## src/design/c8x_pkg.sv

```systemverilog
`timescale 1ns / 1ps
// ----------------------------------------------------------------------------
// c8x_pkg
// Shared types and constants for the CHIP-8 execute unit.
// ----------------------------------------------------------------------------
package c8x_pkg;

    localparam logic [1:0] CMD_EXEC   = 2'd0;
    localparam logic [1:0] CMD_WRMEM  = 2'd1;
    localparam logic [1:0] CMD_RDPIX  = 2'd2;
    localparam logic [1:0] CMD_UNUSED = 2'd3;

    localparam logic [11:0] PC_START = 12'h200;

    localparam logic [3:0] OP_JP   = 4'h1;
    localparam logic [3:0] OP_LD   = 4'h6;
    localparam logic [3:0] OP_ADD  = 4'h7;
    localparam logic [3:0] OP_ALU  = 4'h8;
    localparam logic [3:0] OP_SNE  = 4'h9;
    localparam logic [3:0] OP_LDI  = 4'hA;
    localparam logic [3:0] OP_JPV0 = 4'hB;
    localparam logic [3:0] OP_RND  = 4'hC;
    localparam logic [3:0] OP_DRW  = 4'hD;

    localparam logic [3:0] ALU_MOV = 4'h0;
    localparam logic [3:0] ALU_OR  = 4'h1;
    localparam logic [3:0] ALU_AND = 4'h2;
    localparam logic [3:0] ALU_XOR = 4'h3;
    localparam logic [3:0] ALU_ADD = 4'h4;
    localparam logic [3:0] ALU_SUB = 4'h5;
    localparam logic [3:0] ALU_SHR = 4'h6;
    localparam logic [3:0] ALU_SBN = 4'h7;
    localparam logic [3:0] ALU_SHL = 4'hE;

    localparam logic [3:0] FLAG_REG = 4'hF;

    typedef struct packed {
        logic [1:0]  cmd;
        logic [15:0] opcode;
        logic [7:0]  random_byte;
        logic [11:0] mem_address;
        logic [7:0]  mem_data;
        logic [5:0]  pixel_x;
        logic [4:0]  pixel_y;
    } in_item_t;

    typedef struct packed {
        logic [11:0] program_counter;
        logic [11:0] index_value;
        logic [7:0]  flag_value;
        logic        pixel_value;
    } out_item_t;

endpackage

```

## src/design/c8x_front.sv

```systemverilog
`timescale 1ns / 1ps
`default_nettype none
// ----------------------------------------------------------------------------
// c8x_front
// Accepts requests and holds them in a two-entry queue for the back end.
// ----------------------------------------------------------------------------
module c8x_front (
    input  wire logic              aclk,
    input  wire logic              aresetn,
    input  wire logic              s_valid,
    output logic                   s_ready,
    input  wire c8x_pkg::in_item_t s_data,
    output logic                   q_valid,
    input  wire logic              q_ready,
    output c8x_pkg::in_item_t      q_data
);

    c8x_pkg::in_item_t slot_reg [2];
    logic              wr_ptr_reg, rd_ptr_reg;
    logic [1:0]        count_reg;
    logic              push, pop;

    assign s_ready = (count_reg != 2'd2);
    assign q_valid = (count_reg != 2'd0);
    assign q_data  = slot_reg[rd_ptr_reg];
    assign push    = s_valid && s_ready;
    assign pop     = q_valid && q_ready;

    // Queue storage.
    always_ff @(posedge aclk) begin
        if (push) begin
            slot_reg[wr_ptr_reg] <= s_data;
        end
    end

    // Queue pointers and fill count.
    always_ff @(posedge aclk) begin
        if (!aresetn) begin
            wr_ptr_reg <= 1'b0;
            rd_ptr_reg <= 1'b0;
            count_reg  <= 2'd0;
        end else begin
            if (push) wr_ptr_reg <= ~wr_ptr_reg;
            if (pop)  rd_ptr_reg <= ~rd_ptr_reg;
            count_reg <= count_reg + {1'b0, push} - {1'b0, pop};
        end
    end

`ifndef SYNTH
    a_no_overflow: assert property (@(posedge aclk) disable iff (!aresetn)
        count_reg <= 2'd2) else $error("queue count out of range");
    a_full_blocks: assert property (@(posedge aclk) disable iff (!aresetn)
        count_reg == 2'd2 |-> !s_ready) else $error("accept while full");
    a_pop_nonempty: assert property (@(posedge aclk) disable iff (!aresetn)
        pop |-> count_reg != 2'd0) else $error("pop while empty");
`endif

endmodule
`default_nettype wire

```

## config.mk

```make
export PLATFORM = sky130hd
export DESIGN_NAME = c8x_front
export DESIGN_NICKNAME = d
export VERILOG_FILES = /design/src/design/c8x_pkg.sv /design/src/design/c8x_front.sv
export SDC_FILE = /design/constraint.sdc
export NUM_CORES = 1
export LEC_CHECK = 0
export BUFFER_PORTS_ARGS = -buffer_cell sky130_fd_sc_hd__buf_2
export CAP_MARGIN = 10
export CORE_ASPECT_RATIO = 1.1
export CORE_UTILIZATION = 45
export CTS_BUF_LIST = sky130_fd_sc_hd__clkbuf_8
export CTS_CLUSTER_DIAMETER = 120
export DETAILED_ROUTE_END_ITERATION = 10
export PLACE_DENSITY = 0.67
export REMOVE_ABC_BUFFERS = 1
export SLEW_MARGIN = 20
export SYNTH_ARGS = -nofsm -noshare
export SYNTH_HDL_FRONTEND = slang
export SYNTH_SLANG_ARGS = --single-unit
```

## constraint.sdc

```tcl
create_clock -name aclk -period 6.7 [get_ports aclk]
set_input_delay 0.335 -clock aclk [delete_from_list [all_inputs] [get_ports aclk]]
set_output_delay 0.335 -clock aclk [all_outputs]
set_load 0.02 [all_outputs]
```

== Word-level counts from Yosys, hierarchy flattened ==
Memory sizes are Yosys's and may differ from the RTL's. A register that Yosys moved wholly into a read port is not among the register bits.
Cells that the tools add are included.
W data, S select, Z words.

* Memories: 1
* Bits in latches: 0
* Logic and storage cells: 16
* Memory bits (read-only): 0
* Memory bits (writable): 114
* Register bits: 4
* Bits of input ports: 61

{| class="wikitable"
|+ Memories
! name !! words !! bits a word !! rd ports !! clocked after Yosys merged registers in !! wr ports !! RTL line !! source
|-
| slot_reg || 2 || 57 || 1 || 1 || 1 || c8x_front.sv:18 || <nowiki>c8x_pkg::in_item_t slot_reg [2];</nowiki>
|}

* $lt $le $gt $ge: 0
* $add $sub $neg: 2
* Bitwise logic cells: 2
* Multiply operators: 0
* Multiplexer cells: 4
* Equal/unequal tests: 1
* Reduce and logical (&&, ||, !) cells: 3
* Shifts and indexed selects: 0
* Divide/modulo/power cells: 0

{| class="wikitable"
|+ Operator list
! kind !! number
|-
| $mux W1 || 4
|-
| $add A2 B1 Y2 || 1
|-
| $logic_and A1 B1 Y1 || 2
|-
| $ne A2 B2 Y1 const B || 1
|-
| $not A1 Y1 || 2
|-
| $reduce_bool A2 Y1 || 1
|-
| $sub A2 B1 Y2 || 1
|}

== Depth between registers and ports, before layout ==
Gate-level depths: netlist (run 1).

* Depth in word-level cells: 4
* Depth in mapped cells: 8
* Gate-level depth less buffers: 8

== Least setup slack after synthesis (run 1) ==
OpenSTA, ideal clock, no wires.

* Kind: register to register
* Start: register count_reg[0]
* End: memory slot_reg[0][0] (netlist bit) (enable)
* Arrival: 3.144 ns
* Period minus slack after synthesis: 3.616 ns
* Stages on the path, launching flop included: 4
* Path buffers: 0
* Library setup time: 0.472 ns
* Slack: 3.084 ns
* Path through: dfxtp_1 > nand2b_1 > nand2_1 > nor2_1

* Word-level cells in the longest chain between the ends: 4

{| class="wikitable"
|+ RTL lines
! element !! RTL line !! source
|-
| start: declaration || c8x_front.sv:20 || <nowiki>logic [1:0] count_reg;</nowiki>
|-
| start signal: assignment || c8x_front.sv:45 || <nowiki>count_reg <= count_reg + {1'b0, push} - {1'b0, pop};</nowiki>
|-
| $ne A2 B2 Y1 || c8x_front.sv:23 || <nowiki>assign s_ready = (count_reg != 2'd2);</nowiki>
|-
| via s_ready || c8x_front.sv:11 || <nowiki>output logic s_ready,</nowiki>
|-
| $logic_and A1 B1 Y1 || c8x_front.sv:26 || <nowiki>assign push = s_valid && s_ready;</nowiki>
|-
| $mux W1 || c8x_front.sv:31 || <nowiki>if (push) begin</nowiki>
|-
| $mux W1 (implied by the code) || c8x_front.sv:32 || <nowiki>slot_reg[wr_ptr_reg] <= s_data;</nowiki>
|-
| end: declaration || c8x_front.sv:18 ||
|}

The timed path passes the listed nets, and every way through them passes these cells.

==> results of run 1 <==
-- stage by stage --
stage	worst slack, ns	hold slack [ns]	utilization (%)	std cells	cell area (sq um)
final	4.39	0.109	57.6	461	5460
after global routing	4.27	0.0796	57.6	461	5460
after CTS	4.32	0.0801	57.6	461	5460
after detailed placement	4.52	0.527	54.6	433	5180
after global placement	4.56	0.503	54.6	433	5180
after floorplan	3.08	0.434	-	195	4410
-- layer usage --
layer | up-vias | wire length [um] | global-route usage [%] | share of wire, %
li1 | 1056 | - | - | -
met1 | 1103 | 2980 | 16.5 | 41
met2 | 81 | 3550 | 23.0 | 49
met3 | 11 | 557 | 6.31 | 7.8
met4 | 0 | 91 | 6.72 | 1.3
met5 | - | 0 | 0 | 0
-- placed cells by master, fill, tap and decap left out, drive strengths merged, types with 2 or more instances in the layout --
master  netlist  layout
nor2b         2       2
ha            2       2
nand2b        2       2
clkinv        0       7
buf           6     121
xnor2         3       3
edfxtp      114     114
and2          2       2
dfxtp         5       5
clkbuf        0      17
nand2         2       2
inv           1       4
mux2         57      57
-- report_power, final --
group          internal, mW  switching [mW]  total (mW)
Combinational         0.253           0.284       0.537
Clock                 0.234           0.243       0.477
Sequential            0.937          0.0767        1.01
Total                  1.42           0.604        2.03
-- cell type report --
class | count | area, sq um
multi-input combinational | 75 | 893
clock buffer | 17 | 234
fill | 755 | 4030
inverter | 1 | 3.75
sequential | 119 | 3530
tap | 117 | 146
timing repair buffer | 121 | 611
clock inverter | 11 | 48.8
-- worst paths after layout --
check | end | slack, ns | cells after the start
setup reg to reg | slot_reg[0][23]$_DFFE_PP_ | 4.56 | 4
hold reg to reg | wr_ptr_reg$_SDFFE_PN0N_ | 0.53 | 2
setup / recovery | q_data[22] | 4.39 | 2
hold / removal | slot_reg[1][14]$_DFFE_PP_ | 0.11 | 1
-- kinds of logic after synthesis --
kind of cell,after synthesis
adder cells (fa/ha/maj),2
XOR/XNOR,3
AND/OR/NAND/NOR,11
buffers and inverters,7
AO/OA/AOI/OAI,1
multiplexers,58
flip-flops,119
==> results.py, run 1 <==
metrics = {
    "synth": {
        "seq_area_frac_synth_pct": 78.9,
        "async_flop_share_pct": 0,
        "synth-seq-cells": 119,
        "syn_inst": 201,
        "muxShareOfSynthArea_pct": 17.1,
        "synthFlopType": "edfxtp_1",
        "synthTopCellsByArea": "edfxtp_1 77%, mux2_4 10%, mux2_2 6.8%",
        "synthAdderAreaFrac_pct": 0.560,
        "synth_common_cells": "114 x edfxtp_1, 30 x mux2_4, 27 x mux2_2",
        "yosysMostFrequentCell": "edfxtp_1",
        "synthXorXnorAreaFrac_pct": 0.588,
        "synth_area_sq_um": 4470,
        "synth_top_family_by_area": "multiplexers",
        "synth_top_area_cell": "edfxtp_1",
        "synth_edf_count": 114,
        "yosysUniqueCellTypes": 18,
        "synth_compound_gate_area_share_pct": 0.168,
        "synth_simple_gate_area_share_pct": 1.37,
        "avgSynthCellArea_sq_um": 22.2,
        "yosys_warnings": 0,
        "yosysTopAreaCellShare_pct": 76.6,
    },
    "sta": {
        "report.final.slew_viol_count": 0,
        "post-route-min-period_ns": 2.31,
        "max-slew-margin-rel_pct": 38.3,
        "worst_slew_pin_slew_ns": 0.925,
        "setup-tns-final_ns": 0,
        "finalCritPeriodShare_pct": 34.5,
        "clock_skew_ns": 0.0113,
        "hold_viol": 0,
        "setup_viol": 0,
        "rsz0062_at_grt": "false",
        "fmax_mhz": 433,
    },
    "placement": {
        "dp_hpwl_um": 4490,
        "gp_congestion": 0.646,
        "portBuffers": 119,
    },
    "worst_setup_path": {
        "path_class": "register to primary output",
        "crit_fanout": 57,
        "cp-end-kind": "primary output",
        "crit_chain": "mux2_2, buf_2",
        "critPathTopFamily": "flip-flops",
        "crit_slowest_cell": "dfxtp_4",
        "max_stage_delay_ns": 0.95,
        "r2r-start": "count_reg[0]$_SDFF_PN0_",
        "critical_path_buf_inv_count": 1,
        "critPathLaunchType": "register",
        "crit_required_ns": 6.36,
        "crit_arrival_ns": 1.97,
    },
    "die": {
        "pin_count": 120,
        "die-area_sq_um": 10300,
        "die_h_um": 106,
        "die_x_um": 97.0,
        "core.rowCount": 37,
        "initial_core_util_pct": 47.1,
        "core_area_sq_um": 9490,
    },
    "route": {
        "antenna_left": 0,
        "dr.pass1.iters": 4,
        "wl_per_cell_um": 15.6,
        "routed_wirelength_um": 7170,
        "drc": 0,
        "drt-initial-drc-count": 99,
        "vias": 2251,
        "viasPerCell": 4.88,
    },
    "clock_tree": {
        "clk_pin_slew_ns": 0.07,
        "clock_path_buffers": 2,
        "clkLatencyLatePin_ns": 0.41,
        "cts_resized": 0,
        "hold_buffers": 0,
        "tritoncts": "done",
        "cts.sinks": 119,
        "postCtsSetupRepairBufs": 0,
        "h-tree-depth": 4,
        "cts-root-buf": "clkbuf_8",
        "cts_buffers": 17,
    },
    "power": {
        "leakagePower_nw": 2.12,
        "finalPower_mw": 2.03,
        "p_per_area_nw_per_um2": 371,
        "vdd_drop_max_mv": 0.185,
    },
    "final_layout": {
        "antenna_cells": 0,
        "largest_register_ffs": 114,
        "syn_to_final_growth_pct": 22.3,
        "drive_gt1_share_pct": 59.0,
        "final_nets": 398,
    },
    "min_path": {
        "holdCritStartpoint": "s_data[14]",
        "hp-class": "input pin to register",
    },
    "outcome": {
        "status": "completed",
    },
    "global_route": {
        "overflow": 0,
        "grt_pass1_vias": 2241,
        "antenna_found_initial": 0,
        "grt_max_degree": 58,
        "gr-usage-all-layers_pct": 14.3,
        "grt_pass1_wl_um": 10900,
    },
    "flow_run": {
        "drv_cap": 0,
    },
}
Note: power is estimated with default switching activity, not from simulation.
==> run 2, diff against run 1 <==
==> constraint.sdc (replaced) <==
create_clock -name aclk -period 2.3 [get_ports aclk]
set_input_delay 0.115 -clock aclk [delete_from_list [all_inputs] [get_ports aclk]]
set_output_delay 0.115 -clock aclk [all_outputs]
set_load 0.02 [all_outputs]
==> results.py, run 2 (same netlist as run 1, synthesis figures left out) <==
metrics = {
    "placement": {
        "portBuffers": 119,
        "gp_congestion": 0.667,
        "dp_hpwl_um": 4500,
    },
    "sta": {
        "report.final.slew_viol_count": 0,
        "setup_viol": 0,
        "rsz0062_at_grt": "false",
        "hold_viol": 0,
        "post-route-min-period_ns": 1.80,
        "hold_slack_ns": 0.115,
        "setup-tns-final_ns": 0,
        "fmax_mhz": 557,
        "worst_slew_pin_slew_ns": 0.430,
        "clock_skew_ns": 0.00920,
        "finalCritPeriodShare_pct": 78.1,
        "max-slew-margin-rel_pct": 71.3,
    },
    "die": {
        "die_h_um": 106,
        "die-area_sq_um": 10300,
        "pin_count": 120,
        "core.rowCount": 37,
        "initial_core_util_pct": 47.1,
        "die_x_um": 97.0,
        "core_area_sq_um": 9490,
    },
    "power": {
        "leakagePower_nw": 2.43,
        "p_comb_share_pct": 28.2,
        "p_clk_share_pct": 29.0,
        "swShare_pct": 28.2,
        "p_per_area_nw_per_um2": 1060,
        "vdd_drop_max_mv": 0.678,
        "p_switching_mw": 1.85,
        "seqPwrFrac_pct": 42.8,
        "intPower_mw": 4.70,
        "finalPower_mw": 6.55,
    },
    "clock_tree": {
        "h-tree-depth": 4,
        "clock_path_buffers": 2,
        "cts-root-buf": "clkbuf_8",
        "clkLatencyLatePin_ns": 0.41,
        "cts_buffers": 17,
        "cts.sinks": 119,
        "tritoncts": "done",
        "clk_pin_slew_ns": 0.07,
        "postCtsSetupRepairBufs": 0,
    },
    "min_path": {
        "hold_depth": 3,
        "min_to": "wr_ptr_reg$_SDFFE_PN0N_",
        "hp-class": "input pin to register",
        "holdCritStartpoint": "s_valid",
    },
    "flow_run": {
        "drv_cap": 0,
    },
    "global_route": {
        "antenna_found_initial": 0,
        "gr-usage-all-layers_pct": 15.8,
        "grt_pass1_vias": 2530,
        "overflow": 0,
        "grt_pass1_wl_um": 12200,
        "grt_max_degree": 58,
    },
    "worst_setup_path": {
        "crit_required_ns": 2.18,
        "r2r-start": "count_reg[0]$_SDFF_PN0_",
        "critPathLaunchType": "register",
        "path_class": "register to primary output",
        "rrSetupSlack_ns": 0.57,
        "cp-end-kind": "primary output",
        "crit_arrival_ns": 1.68,
        "crit_fanout": 57,
        "r2r-end": "count_reg[1]$_SDFF_PN0_",
        "ff2ff_path_depth": 8,
    },
    "route": {
        "dr.pass1.iters": 4,
        "routed_wirelength_um": 7880,
        "antenna_left": 0,
        "drt-initial-drc-count": 96,
        "vias": 2454,
        "viasPerCell": 4.67,
        "wl_per_cell_um": 15.0,
        "drc": 0,
    },
    "final_layout": {
        "layout_commonest_cell": "buf_2",
        "antenna_cells": 0,
        "n_fill_cell": 664,
        "final_nets": 458,
        "largest_register_ffs": 114,
        "drive_gt1_share_pct": 51.0,
        "layout_common_cells": "119 x buf_2, 114 x edfxtp_1, 58 x dlygate4sd3_1, 30 x mux2_4, 27 x mux2_2",
        "post-route-util_pct": 65.4,
        "syn_to_final_growth_pct": 38.9,
    },
    "outcome": {
        "status": "completed",
    },
}
run 2: power by group through the flow:
| stage | Combinational, mW | Clock, mW | Sequential, mW |
|---|---|---|---|
| after floorplan | 1.16 | 0 | 2.96 |
| after global placement | 1.78 | 0 | 2.83 |
| after detailed placement | 1.79 | 0 | 2.85 |
| after CTS | 1.87 | 1.94 | 2.81 |
| after global routing | 1.97 | 2.04 | 2.83 |
| final | 1.85 | 1.90 | 2.80 |
run 2: area by class of cell:
type / instances / area (sq um) / share of cell area (%)
clock buffers: 17 / 234 / 3.77
well taps: 117 / 146 / 2.36
clock inverters: 15 / 168 / 2.70
multi-input cells: 75 / 893 / 14.4
inverters: 1 / 3.75 / 0.0605
repair buffers: 181 / 1230 / 19.8
flip-flops and latches: 119 / 3530 / 56.9
run 2: routing by layer:
layer  vias to the layer above  global-route usage (%)  share of wire (%)  wire length (um)
met5                         -                       0                  0                 0
met4                         0                    8.32                1.3               103
met3                         8                    5.98                6.0               472
met2                        85                    25.3                 49              3890
met1                      1185                    18.7                 43              3410
li1                       1176                       -                  -                 -
run 2: worst max-delay path: stages (launching register included):
cell	delay [ns]
dfxtp_4	0.35
buf_12	0.34
mux2_2	0.39
buf_2	0.16
run 2: per-stage QoR:
| step | worst slack [ns] | cell area, sq um | instances |
|---|---|---|---|
| 2_1_floorplan | -1.32 | 4410 | 195 |
| 3_3_place_gp | 0.686 | 5220 | 435 |
| 3_5_place_dp | 0.570 | 5220 | 435 |
| 4_1_cts | 0.472 | 6200 | 525 |
| 5_1_grt | 0.396 | 6200 | 525 |
| 6_report | 0.504 | 6200 | 525 |
run 2: worst max-delay path by stage:
stage | start | end | slack [ns] | cells past startpoint
6_report | register | q_data[11] | 0.50 | 3
5_1_grt | count_reg[0]$_SDFF_PN0_ | count_reg[1]$_SDFF_PN0_ | 0.40 | 8
4_1_cts | register | q_data[22] | 0.47 | 3
3_5_place_dp | count_reg[0]$_SDFF_PN0_ | count_reg[1]$_SDFF_PN0_ | 0.57 | 8
3_3_place_gp | count_reg[0]$_SDFF_PN0_ | count_reg[1]$_SDFF_PN0_ | 0.69 | 8
2_1_floorplan | count_reg[0]$_SDFF_PN0_ | slot_reg[0][0]$_DFFE_PP_ | -1.32 | 3
run 2: timing repair:
item / in CTS / in global routing
hold endpoints to repair: 119 / 0
hold buffers: 58 / 0
setup endpoints to repair: 0 / 0
gates resized for setup: 0 / 0
